`config.mk`:
```
export PLATFORM = sky130hd
export DESIGN_NAME = mmsq_lane
export DESIGN_NICKNAME = d
export VERILOG_FILES = /design/src/rtl/core/assert_macros.svh /design/src/rtl/core/mmsq_pkg.sv /design/src/rtl/core/mmsq_lane.sv
export SDC_FILE = /design/constraint.sdc
export NUM_CORES = 1
export LEC_CHECK = 0
export ABC_AREA = 1
export ABC_CLOCK_PERIOD_IN_PS = 6690
export BUFFER_PORTS_ARGS = -buffer_cell sky130_fd_sc_hd__buf_2
export CAP_MARGIN = 10
export CORE_AREA = 2 2 296 298
export CTS_BUF_LIST = sky130_fd_sc_hd__clkbuf_8
export DETAILED_ROUTE_END_ITERATION = 7
export DIE_AREA = 0 0 298 300
export SETUP_SLACK_MARGIN = 0.05
export SYNTH_ARGS = -nofsm -noshare
export SYNTH_HDL_FRONTEND = slang
export SYNTH_SLANG_ARGS = --single-unit
```
`constraint.sdc`:
```
create_clock -name clk -period 6.69 [get_ports clk]
set_input_delay 0.669 -clock clk [delete_from_list [all_inputs] [get_ports clk]]
set_output_delay 0.669 -clock clk [all_outputs]
set_load 0.005 [all_outputs]
```
`src/rtl/core/assert_macros.svh`:
```
// Assertion macros used by the top level of the quantizer.
// No dependencies; the including module supplies clk and arst_n.
`ifndef ASSERT_MACROS_SVH
`define ASSERT_MACROS_SVH
// Same-cycle implication, checked outside reset.
`define MMSQ_ASSERT_NOW(label, ante, cons, msg) \
	label: assert property (@(posedge clk) disable iff (!arst_n) (ante) |-> (cons)) \
		else $error(msg);
// Next-cycle implication, checked outside reset.
`define MMSQ_ASSERT_NEXT(label, ante, cons, msg) \
	label: assert property (@(posedge clk) disable iff (!arst_n) (ante) |=> (cons)) \
		else $error(msg);
`endif

```
`src/rtl/core/mmsq_pkg.sv`:
```
// Shared types and constants of the min/max scalar quantizer.
// No dependencies; used by mmsq_lane and the top level.
`default_nettype none
package mmsq_pkg;
	localparam int LANES_DEF    = 8;
	localparam int SAMPLE_W_DEF = 32;
	localparam int PORT_W       = 32;
	localparam int STEP_W       = 29;
	localparam int CODE_W       = 4;
	localparam int IDX_W        = 3;
	localparam int CMD_W        = 2;
	localparam int CNT_W        = 6;
	localparam logic [STEP_W-1:0] STEP_ONE = STEP_W'(65536);

	localparam logic [CMD_W-1:0] CMD_GATHER = 2'd0;
	localparam logic [CMD_W-1:0] CMD_BOUNDS = 2'd1;
	localparam logic [CMD_W-1:0] CMD_ENCODE = 2'd2;

	localparam logic KIND_BOUND = 1'b0;
	localparam logic KIND_CODE  = 1'b1;

	typedef struct packed {
		logic gather;
		logic restart;
		logic div_start;
		logic enc_start;
		logic step_en;
	} lane_ctrl_t;

	typedef enum logic [4:0] {
		S_IDLE  = 5'b00001,
		S_DIV   = 5'b00010,
		S_ENC   = 5'b00100,
		S_BOUND = 5'b01000,
		S_CODE  = 5'b10000
	} state_t;
endpackage
`default_nettype wire

```
`src/rtl/core/mmsq_lane.sv`:
```
// One quantizer lane: min/max tracking, a two-step divide by 15 for the step,
// and a 4-step successive approximation for the code. Depends on mmsq_pkg.
`default_nettype none
module mmsq_lane #(
	parameter int SAMPLE_WIDTH = mmsq_pkg::SAMPLE_W_DEF
) (
	input  wire                                    clk,
	input  wire                                    arst_n,
	input  mmsq_pkg::lane_ctrl_t                   ctrl,
	input  wire logic signed [SAMPLE_WIDTH-1:0]    x,
	output logic signed [SAMPLE_WIDTH-1:0]         lower,
	output logic [mmsq_pkg::STEP_W-1:0]            step,
	output logic [mmsq_pkg::CODE_W-1:0]            code
);
	import mmsq_pkg::*;

	localparam int RW = SAMPLE_WIDTH + 1;
	localparam int DW = SAMPLE_WIDTH + 2;
	localparam int TW = RW + 5;
	localparam int XW = 34;

	logic signed [SAMPLE_WIDTH-1:0] min_q, max_q;
	logic [RW-1:0]       rng;
	logic                rng_zero;
	logic [XW-1:0]       dnum;
	logic [31:0]         dp_q, dp2_q, quo_q;
	logic [18:0]         dm_q;
	logic [16:0]         dv_q;
	logic [34:0]         dv_prod;
	logic signed [DW-1:0] d;
	logic [RW-1:0]       dm;
	logic [TW-1:0]       t_val, t_q, prod;
	logic                zero_q;
	logic [CODE_W-1:0]   c_q, m_q, cand;
	logic [4:0]          odd;

	assign rng      = RW'({max_q[SAMPLE_WIDTH-1], max_q} - {min_q[SAMPLE_WIDTH-1], min_q});
	assign rng_zero = (rng == '0);

	assign dnum    = XW'(rng) + XW'(7);
	// 139811 = ceil(2^21 / 15), exact for values below 2^17
	assign dv_prod = 35'(dv_q) * 35'(139811);

	assign d     = DW'(x) - DW'(min_q);
	assign dm    = d[RW-1:0];
	assign t_val = TW'({dm, 5'b0}) - TW'({dm, 1'b0});

	assign cand = c_q | m_q;
	assign odd  = {cand, 1'b0} - 5'd1;
	assign prod = TW'(odd) * TW'(rng);

	always_ff @(posedge clk or negedge arst_n) begin
		if (!arst_n) begin
			min_q <= '0;
			max_q <= '0;
		end else if (ctrl.gather) begin
			if (ctrl.restart || x < min_q) min_q <= x;
			if (ctrl.restart || x > max_q) max_q <= x;
		end
	end

	// divide (range + 7) by 15: 2^16 = 15*4369 + 1, so each high half
	// contributes 4369 per unit to the quotient and folds into the low half
	always_ff @(posedge clk) begin
		if (ctrl.div_start) begin
			dp_q <= 32'(dnum[XW-1:16]) * 32'(4369);
			dm_q <= 19'(dnum[XW-1:16]) + 19'(dnum[15:0]);
		end else if (ctrl.step_en) begin
			dp2_q <= dp_q + 32'(dm_q[18:16]) * 32'(4369);
			dv_q  <= 17'(dm_q[18:16]) + 17'(dm_q[15:0]);
			quo_q <= dp2_q + 32'(dv_prod[34:21]);
		end
	end

	// code >= c iff (2c-1)*range <= 30*(x-lower)
	always_ff @(posedge clk) begin
		if (ctrl.enc_start) begin
			t_q    <= t_val;
			zero_q <= d[DW-1] | rng_zero;
			c_q    <= '0;
			m_q    <= 4'b1000;
		end else if (ctrl.step_en) begin
			if (m_q != '0 && prod <= t_q) c_q <= cand;
			m_q <= m_q >> 1;
		end
	end

	assign lower = min_q;
	assign step  = rng_zero ? STEP_ONE : STEP_W'(quo_q);
	assign code  = zero_q ? '0 : c_q;
endmodule
`default_nettype wire

```
==> flow_summary.json, run 1 <==
{
  "first_pass_iters": 5,
  "fillers": 8750,
  "die_area_um2": 89400,
  "cap_violations": 0,
  "rrSetupSlack_ps": 50,
  "cp_max_fo": 5,
  "grt_max_degree": 76,
  "grt_pass1_vias": 27100,
  "use_met3_pct": 2.22,
  "port_buffers": 103,
  "ctsHoldBuffers": 0,
  "grt-ovfl-total": 0,
  "clockRootBuffer": "clkbuf_8",
  "rr_endpoint": "c_q[1]$_SDFFE_PP0P_",
  "finalCriticalPeriod_ps": 6640,
  "syn_avg_cell_area_um2": 7.59,
  "grt_use_met1_pct": 23.6,
  "initial_core_util_pct": 34.8,
  "drt_iter0_drc": 1384,
  "ys.flop_type": "edfxtp_1",
  "grt_pass1_wl_mm": 138,
  "ios": 104,
  "core_um2": 86200,
  "h-tree-depth": 2,
  "netlist-cell-type-count": 55,
  "rows": 108,
  "grt_setup_unrepaired": "yes",
  "cts_made_buffers": 45,
  "vias": 27600,
  "hold_class": "in2async",
  "fmax_ghz": 0.151,
  "ys_warn_count": 0,
  "insertion_delay_ps": 640,
  "synth_edf_count": 161,
  "final_cell_mix": "nand2_1 (731), inv_1 (681), buf_4 (430)",
  "final_antenna_net_count": 0,
  "layout-drive-gt1-share_pct": 22.7,
  "synth_top_area_share_pct": 19.3,
  "status": "completed",
  "grt-busiest-layer": "met2",
  "drcViolationCount": 0,
  "path_class": "reg2reg",
  "ys_seq_elements": 233,
  "vias_per_cell": 4.84,
  "maxSlewHeadroom_pct": 22.6,
  "cp-end-kind": "flip-flop",
  "die_y_um": 300,
  "antenna_found_initial": 1,
  "cts_buffer_depth": 3,
  "slowest_stage": "fa_1",
  "rr_worst_depth": 33,
  "ys_top_cells_by_area": "ha_1 (19%), edfxtp_1 (16%), nand2_1 (10%)",
  "finalWeightedCongestion": 0.954,
  "post_drt_wl_per_cell_um": 15.5,
  "synth-seq-area-share_pct": 22.0,
  "syn_nets": 4605,
  "finClkSkew_ps": 44.1,
  "cp-startpoint": "max_q[0]$_DFFE_PN0P_",
  "cts_sinks": 233,
  "netlist_instances": 3953,
  "clk_pin_slew_ps": 60,
  "cts_tree": "done",
  "arrival_ps": 7170,
  "tightest_slew_ps": 1160,
  "mostFrequentLayoutCell": "nand2_1",
  "die_w_um": 298,
  "gr-usage-met2_pct": 35.0,
  "crit_path_end": "c_q[1]$_SDFFE_PP0P_",
  "reg2reg_from": "max_q[0]$_DFFE_PN0P_",
  "hpwl_mm": 74.1,
  "final_max_slew_viol_count": 0,
  "critical_path.startpoint_type": "flip-flop",
  "critPathMaxStageDelay_ps": 560,
  "area_growth_pct": 26.6,
  "netlist_area_um2": 30000,
  "wl_mm": 88.2,
  "finalHoldViolCount": 0,
  "fin_crit_sh_pct": 99.2,
  "finalSetupViolations": 0,
  "worstPathRequired_ps": 7220,
  "grt_use_total_pct": 19.2,
  "yosysTopAreaCell": "ha_1",
  "synthArstFlopShare_pct": 27.5,
  "tns_ps": 0,
  "fin_nets": 5158
}
cells by family after synthesis:
kind of cell,after synthesis,synth area share (%)
fa+ha+maj,613,29.4
flops,233,22.0
compound gates,548,10.3
xor+xnor,235,6.91
simple gates,1564,22.0
buf+inv,760,9.54
what timing repair did:
item / 4_1_cts / 5_1_grt
gates cloned: 0 / 0
endpoints found under the hold margin: 0 / 0
gates resized for setup: 67 / 390
buffers inserted: 7 / 27
pin swaps: 11 / 164
endpoints found under the setup margin: 8 / 31
layout make-up:
class	instances	area (um^2)	share of cell area (%)
Multi-Input combinational cell	2960	22500	59.2
Sequential cell	233	6600	17.4
Antenna cell	1	2.50	0.00659
Timing Repair Buffer	541	3850	10.2
Tap cell	1155	1450	3.81
Inverter	725	2720	7.17
Clock buffer	47	647	1.70
Clock inverter	36	235	0.619
how the worst min path moves through the flow:
stage	slack [ps]	startpoint	end
5_1_grt	280	arst_n	lower[5]$_DFFE_PN0P_
3_5_place_dp	470	c_q[3]$_SDFFE_PP0P_	c_q[3]$_SDFFE_PP0P_
2_1_floorplan	370	arst_n	lower[0]$_DFFE_PN0P_
4_1_cts	230	arst_n	max_q[20]$_DFFE_PN0P_
6_report	230	arst_n	max_q[19]$_DFFE_PN0P_
3_3_place_gp	470	c_q[3]$_SDFFE_PP0P_	c_q[3]$_SDFFE_PP0P_
state kept, by name, indices dropped and copies added, names as in the netlist:
register  flops
lower        32
dp2_q        29
zero_q        1
m_q           4
max_q        32
dv_q         17
t_q          37
dp_q         29
dm_q         19
quo_q        29
c_q           4
stage by stage:
step	setup WS [ps]	instances	hold WS, ps	util (%)	instance area, um^2
after floorplan	196	3953	373	-	30000
after global placement	-218	5580	475	40.5	34900
after detailed placement	-392	5580	473	40.5	34900
after CTS	51.2	5670	230	41.8	36100
after global routing	-233	5698	277	44.1	38000
final	50.7	5698	227	44.1	38000
synthesized netlist by cell type (4+ instances only):
library cell / count
a211oi_1: 8
a21boi_0: 12
a21o_1: 12
a21oi_1: 296
a221oi_1: 5
a31oi_1: 21
and2_1: 4
buf_2: 7
clkbuf_1: 28
dfrtp_1: 64
dfxtp_1: 8
edfxtp_1: 161
fa_1: 151
ha_1: 462
inv_1: 699
inv_2: 23
nand2_1: 811
nand2_2: 16
nand3_1: 189
nand3_2: 5
nand3b_1: 13
nand4_1: 58
nor2_1: 382
nor2_2: 12
nor3_1: 42
nor4_1: 18
o211ai_1: 10
o21a_1: 17
o21ai_0: 117
o21ai_1: 7
o21bai_1: 18
o221ai_1: 6
o31ai_1: 5
or2_2: 5
xnor2_1: 71
xor2_1: 162
per-layer routing:
layer / vias up / part of all wire [%]
li1: 14000 / -
met1: 12800 / 43
met2: 582 / 50
met3: 147 / 4.0
met4: 0 / 3.4
met5: - / 0
worst max-delay path, delay by kind of cell (launching register included):
family / cells / cell delay [ps]
adder cells (fa/ha/maj): 7 / 2700
buffers and inverters: 6 / 690
AO/OA/AOI/OAI: 3 / 390
AND/OR/NAND/NOR: 15 / 1950
flip-flops: 1 / 370
XOR/XNOR: 2 / 440
Power of run 1 is left out: the tool's default activity adds up to more than one toggle a clock period on the data nets, which glitch-free logic cannot reach.
==> run 2, diff against run 1 <==
--- a/config.mk
+++ b/config.mk
@@ -5,15 +5,15 @@
 export SDC_FILE = /design/constraint.sdc
 export NUM_CORES = 1
 export LEC_CHECK = 0
-export ABC_AREA = 1
 export ABC_CLOCK_PERIOD_IN_PS = 6690
 export BUFFER_PORTS_ARGS = -buffer_cell sky130_fd_sc_hd__buf_2
 export CAP_MARGIN = 10
-export CORE_AREA = 2 2 296 298
+export CORE_AREA = 2 2 286 288
 export CTS_BUF_LIST = sky130_fd_sc_hd__clkbuf_8
 export DETAILED_ROUTE_END_ITERATION = 7
-export DIE_AREA = 0 0 298 300
+export DIE_AREA = 0 0 288 290
 export SETUP_SLACK_MARGIN = 0.05
+export SKIP_LAST_GASP = 1
 export SYNTH_ARGS = -nofsm -noshare
 export SYNTH_HDL_FRONTEND = slang
 export SYNTH_SLANG_ARGS = --single-unit
==> run 2 against run 1 <==
Effect of this change:
- the flow now finishes with violations (negative setup slack)
- fmax is 14% lower
- routed wire length decreased by 13%
- first-iteration DRC count decreased by 29%
- register-to-register slack worse by 1100 ps
- global-route usage decreased by 1.1 points
- utilization up 3.0 points
- setup slack lost 1100 ps
- final area is 0.78% lower
- die area decreased by 6.6%
- sequential share of layout area increased by 0.14 points
- synthesized cell count is 24% lower
- highest routed layer unchanged
==> flow_summary.json, run 2 <==
{
  "vias_per_cell": 4.93,
  "post_drt_wl_per_cell_um": 15.8,
  "finalCriticalPeriod_ps": 7750,
  "synth_edf_count": 161,
  "netlist_instances": 3009,
  "ios": 104,
  "drcViolationCount": 0,
  "grt_pass1_wl_mm": 123,
  "core_um2": 80200,
  "initial_core_util_pct": 34.9,
  "yosysTopAreaCell": "ha_1",
  "finClkSkew_ps": 48.1,
  "cts_tree": "done",
  "grt_pass1_vias": 24100,
  "wl_mm": 76.9,
  "insertion_delay_ps": 620,
  "synth_top_area_share_pct": 20.7,
  "finalWeightedCongestion": 0.953,
  "arrival_ps": 8300,
  "hpwl_mm": 62.5,
  "tightest_slew_ps": 870,
  "tns_ps": -5960,
  "fin_nets": 4419,
  "pre_cts_slack_ps": -1410,
  "port_buffers": 103,
  "path_class": "reg2reg",
  "ys_seq_elements": 233,
  "mostFrequentLayoutCell": "buf_4",
  "cap_violations": 0,
  "failed_checks": "negative setup slack",
  "final_cell_mix": "buf_4 (623), inv_1 (412), ha_1 (397)",
  "area_growth_pct": 34.6,
  "hold_class": "in2async",
  "ys.flop_type": "edfxtp_1",
  "drt_iter0_drc": 981,
  "maxSlewHeadroom_pct": 42.0,
  "multiInputGateArea_um2": 21700,
  "synth-seq-area-share_pct": 23.6,
  "grt_max_degree": 73,
  "grt_setup_unrepaired": "yes",
  "fin_crit_sh_pct": 116,
  "finalSetupViolations": 13,
  "first_pass_iters": 5,
  "antenna_found_initial": 0,
  "syn_avg_cell_area_um2": 9.30,
  "clockRootBuffer": "clkbuf_8",
  "vias": 24000,
  "ys_top_cells_by_count": "ha_1 (462), inv_1 (422), nor2_1 (266), xnor2_1 (183), a21oi_1 (163)",
  "critical_path.startpoint_type": "flip-flop",
  "netlist-cell-type-count": 90,
  "h-tree-depth": 2,
  "cts_made_buffers": 45,
  "yosys.cell_count.top_type": "ha_1",
  "status": "complete, but fails checks",
  "critPathMaxStageDelay_ps": 560,
  "largest_register": "t_q",
  "slowest_stage": "or4b_4",
  "cts_sinks": 233,
  "clk_pin_slew_ps": 60,
  "grt-ovfl-total": 0,
  "seq_area_um2": 6600,
  "fmax_ghz": 0.129,
  "layout-drive-gt1-share_pct": 31.6,
  "crit_top_cell": "a21o_1",
  "final_max_slew_viol_count": 0,
  "die_w_um": 288,
  "rows": 104,
  "fillers": 7528,
  "die_area_um2": 83500,
  "cp-end-kind": "flip-flop",
  "grt_use_total_pct": 18.1,
  "cts_buffer_depth": 3,
  "cp_max_fo": 5,
  "largest_register_ffs": 37,
  "syn_nets": 3661,
  "final_antenna_net_count": 0,
  "layout_setup_ws_ps": -1060,
  "ys_top_cells_by_area": "ha_1 (21%), edfxtp_1 (17%), fa_1 (11%)",
  "ys_warn_count": 0,
  "die_y_um": 290,
  "finalHoldViolCount": 0,
  "worstPathRequired_ps": 7240,
  "synthArstFlopShare_pct": 27.5,
  "netlist_area_um2": 28000
}
run 2: critical path: cells and delay by family (launching register included):
kind	cells	cell delay, ps
adders and majority gates	7	2410
xor gates and xnor gates	1	90
muxes	1	200
buffers and inverters	4	290
AOI/OAI and AO/OA	15	2650
DFF	1	410
and+or+nand+nor	7	1650
run 2: path summary, 6_finish.rpt:
kind,startpoint,end,slack [ps],cells past startpoint
min in group clk,x[16],max_q[16]$_DFFE_PN0P_,340,2
worst min-delay path,arst_n,lower[16]$_DFFE_PN0P_,250,2
worst max register to register,lower[0]$_DFFE_PN0P_,c_q[0]$_SDFFE_PP0P_,-1060,35
worst max-delay path,lower[0]$_DFFE_PN0P_,c_q[0]$_SDFFE_PP0P_,-1060,35
max in group asynchronous,arst_n,max_q[1]$_DFFE_PN0P_,5860,2
worst min register to register,lower[30]$_DFFE_PN0P_,lower[30]$_DFFE_PN0P_,530,1
run 2: what timing repair did:
item,4_1_cts,5_1_grt
setup buffers,51,41
endpoints found under the setup margin,36,38
pin swaps,116,143
cloned,0,0
hold buffers,0,0
resized for setup,178,178
run 2: kinds of logic after synthesis:
logic type               after synthesis  synth area share (%)
adder cells (fa/ha/maj)              613                  31.5
AO/OA/AOI/OAI                        586                  13.8
buffers and inverters                464                  6.27
AND/OR/NAND/NOR                      786                  14.0
XOR/XNOR                             255                  8.08
flip-flops                           233                  23.6
multiplexers                          72                  2.86
run 2: layer usage:
layer  routed length, um  vias to the layer above  share of wire, %  track usage (%)
met5                   0                        -                 0                0
met3                2570                      116               3.3             1.91
li1                    -                    12000                 -                -
met4                2510                        0               3.3             6.02
met1               33700                    11400                44             23.1
met2               38200                      421                50             31.8
run 2: per-stage QoR:
stage	hold slack (ps)	instance area [um^2]	std cells	util, %
after global routing	304	37700	4862	47.0
after global placement	508	34200	4702	42.7
final	255	37700	4863	47.0
after CTS	235	36500	4834	45.5
after detailed placement	515	34200	4702	42.7
after floorplan	373	28200	3009	-
run 2: final cells by class:
class / instances / area share, %
Sequential cell: 233 / 17.5
Antenna cell: 1 / 0.00664
Clock buffer: 48 / 1.75
Clock inverter: 34 / 0.661
Tap cell: 1060 / 3.52
Multi-Input combinational cell: 2312 / 57.7
Timing Repair Buffer: 752 / 14.6
Inverter: 423 / 4.21
Power of run 2 is left out for the same reason.
==> run 3, diff against run 2 <==
--- a/config.mk
+++ b/config.mk
@@ -8,10 +8,13 @@
 export ABC_CLOCK_PERIOD_IN_PS = 6690
 export BUFFER_PORTS_ARGS = -buffer_cell sky130_fd_sc_hd__buf_2
 export CAP_MARGIN = 10
+export CELL_PAD_IN_SITES_DETAIL_PLACEMENT = 2
+export CELL_PAD_IN_SITES_GLOBAL_PLACEMENT = 2
 export CORE_AREA = 2 2 286 288
 export CTS_BUF_LIST = sky130_fd_sc_hd__clkbuf_8
 export DETAILED_ROUTE_END_ITERATION = 7
 export DIE_AREA = 0 0 288 290
+export PLACE_DENSITY_LB_ADDON = 0.1
 export SETUP_SLACK_MARGIN = 0.05
 export SKIP_LAST_GASP = 1
 export SYNTH_ARGS = -nofsm -noshare
==> run 3 against run 2 <==
Effect of this change:
- the flow still finishes with violations (negative setup slack)
- fmax down 3.6%
- die area unchanged
- utilization up 1.3 points
- register-to-register slack worse by 290 ps
- hold slack worse by 37 ps
- final area up 2.8%
- routed wire length up 51%
- clock skew down 7.2 ps
==> flow_summary.json, run 3 (synthesized netlist as in run 2, its figures left out) <==
{
  "cp-end-kind": "flip-flop",
  "cts_made_buffers": 48,
  "fillers": 8494,
  "slowest_stage": "fa_1",
  "pre_cts_slack_ps": -1720,
  "crit_top_cell": "a21o_1",
  "cap_violations": 0,
  "grt_use_total_pct": 26.1,
  "final_max_slew_viol_count": 0,
  "finalSetupViolations": 38,
  "post_drt_wl_per_cell_um": 23.5,
  "finClkSkew_ps": 40.8,
  "initial_core_util_pct": 34.9,
  "rows": 104,
  "finalHoldViolCount": 0,
  "hpwl_mm": 87.7,
  "drcViolationCount": 0,
  "insertion_delay_ps": 680,
  "stdcell_area_um2": 38700,
  "fin_nets": 4471,
  "clk_pin_slew_ps": 60,
  "die_y_um": 290,
  "largest_register_ffs": 37,
  "arrival_ps": 8650,
  "failed_checks": "negative setup slack",
  "drt_iter0_drc": 856,
  "fin_cells": 4921,
  "h-tree-depth": 2,
  "grt_setup_unrepaired": "yes",
  "tightest_slew_ps": 1060,
  "ctsHoldBuffers": 0,
  "worstPathRequired_ps": 7300,
  "largest_register": "t_q",
  "vias_per_cell": 5.25,
  "finalWeightedCongestion": 0.903,
  "area_growth_pct": 38.4,
  "reg2reg_from": "max_q[2]$_DFFE_PN0P_",
  "first_pass_iters": 5,
  "maxSlewHeadroom_pct": 29.3,
  "grt-ovfl-total": 0,
  "cp_max_fo": 5,
  "hold_class": "in2async",
  "antenna_found_initial": 4,
  "grt_max_degree": 76,
  "fin_crit_sh_pct": 120,
  "path_class": "reg2reg",
  "core_um2": 80200,
  "critical_path.startpoint_type": "flip-flop",
  "critPathMaxStageDelay_ps": 560,
  "layout-drive-gt1-share_pct": 34.4,
  "final_antenna_net_count": 0,
  "grt_pass1_vias": 30000,
  "die_area_um2": 83500,
  "cts_sinks": 233,
  "cts_tree": "done",
  "wl_mm": 116,
  "clockRootBuffer": "clkbuf_8",
  "fmax_ghz": 0.124,
  "finalCriticalPeriod_ps": 8040,
  "vias": 25800,
  "final_cell_mix": "buf_4 (666), inv_1 (408), ha_1 (389)",
  "grt_pass1_wl_mm": 171,
  "layout_setup_ws_ps": -1350,
  "die_w_um": 288,
  "port_buffers": 103,
  "status": "complete, but fails checks",
  "dp_cells": 4732,
  "mostFrequentLayoutCell": "buf_4",
  "ios": 104,
  "place_area_um2": 34400,
  "cts_buffer_depth": 3,
  "cp-startpoint": "max_q[2]$_DFFE_PN0P_"
}
run 3: cell count changes in the layout (fill, tap and decap cells not counted), sizes merged:
cell	before	now
diode	1	2
clkbuf	48	51
bufinv	4	5
buf	752	801
clkinv	13	18
inv	440	438
clkinvlp	0	1
run 3: what timing repair did:
| item | in CTS | in global routing |
|---|---|---|
| gates resized for setup | 298 | 174 |
| pin swaps | 163 | 169 |
| setup buffers | 72 | 44 |
| hold endpoints to repair | 0 | 0 |
| endpoints found under the setup margin | 43 | 45 |
run 3: final timing paths:
check | depth (start not counted) | slack, ps | to
hold reg to reg | 1 | 540 | lower[30]$_DFFE_PN0P_
setup reg to reg | 36 | -1350 | c_q[2]$_SDFFE_PP0P_
hold / removal | 2 | 220 | max_q[25]$_DFFE_PN0P_
max in group asynchronous | 2 | 5750 | max_q[1]$_DFFE_PN0P_
min in group clk | 2 | 290 | lower[0]$_DFFE_PN0P_
setup / recovery | 36 | -1350 | c_q[2]$_SDFFE_PP0P_
run 3: layout make-up:
| cell class | instances | area (um^2) | area share, % |
|---|---|---|---|
| clock buffers | 51 | 702 | 1.81 |
| flip-flops and latches | 233 | 6600 | 17.0 |
| multi-input cells | 2312 | 22300 | 57.6 |
| diodes | 2 | 5.00 | 0.0129 |
| inverters | 423 | 1590 | 4.11 |
| well taps | 1060 | 1330 | 3.42 |
| repair buffers | 801 | 5890 | 15.2 |
| clock inverters | 39 | 322 | 0.830 |
run 3: metrics by stage:
step | TNS [ps] | utilization (%) | hold slack, ps
global route | -34270 | 48.3 | 262
detailed placement | -30910 | 43.0 | 522
floorplan | -4170 | - | 373
global placement | -21000 | 43.0 | 516
CTS | -11890 | 46.9 | 216
finish | -22110 | 48.3 | 218
run 3: routing by layer:
metal	track usage, %	wire, um
met5	0	0
met2	51.7	63900
met3	2.21	2120
met1	28.2	44200
met4	9.98	5600
run 3: worst max-delay path, delay by kind of cell, from the launching register on:
| family | cells | cell delay, ps |
|---|---|---|
| AO/OA/AOI/OAI | 20 | 3550 |
| XOR/XNOR | 2 | 330 |
| adder cells (fa/ha/maj) | 6 | 2260 |
| buffers and inverters | 4 | 510 |
| flip-flops | 1 | 420 |
| AND/OR/NAND/NOR | 4 | 890 |
Power of run 3 is left out for the same reason.
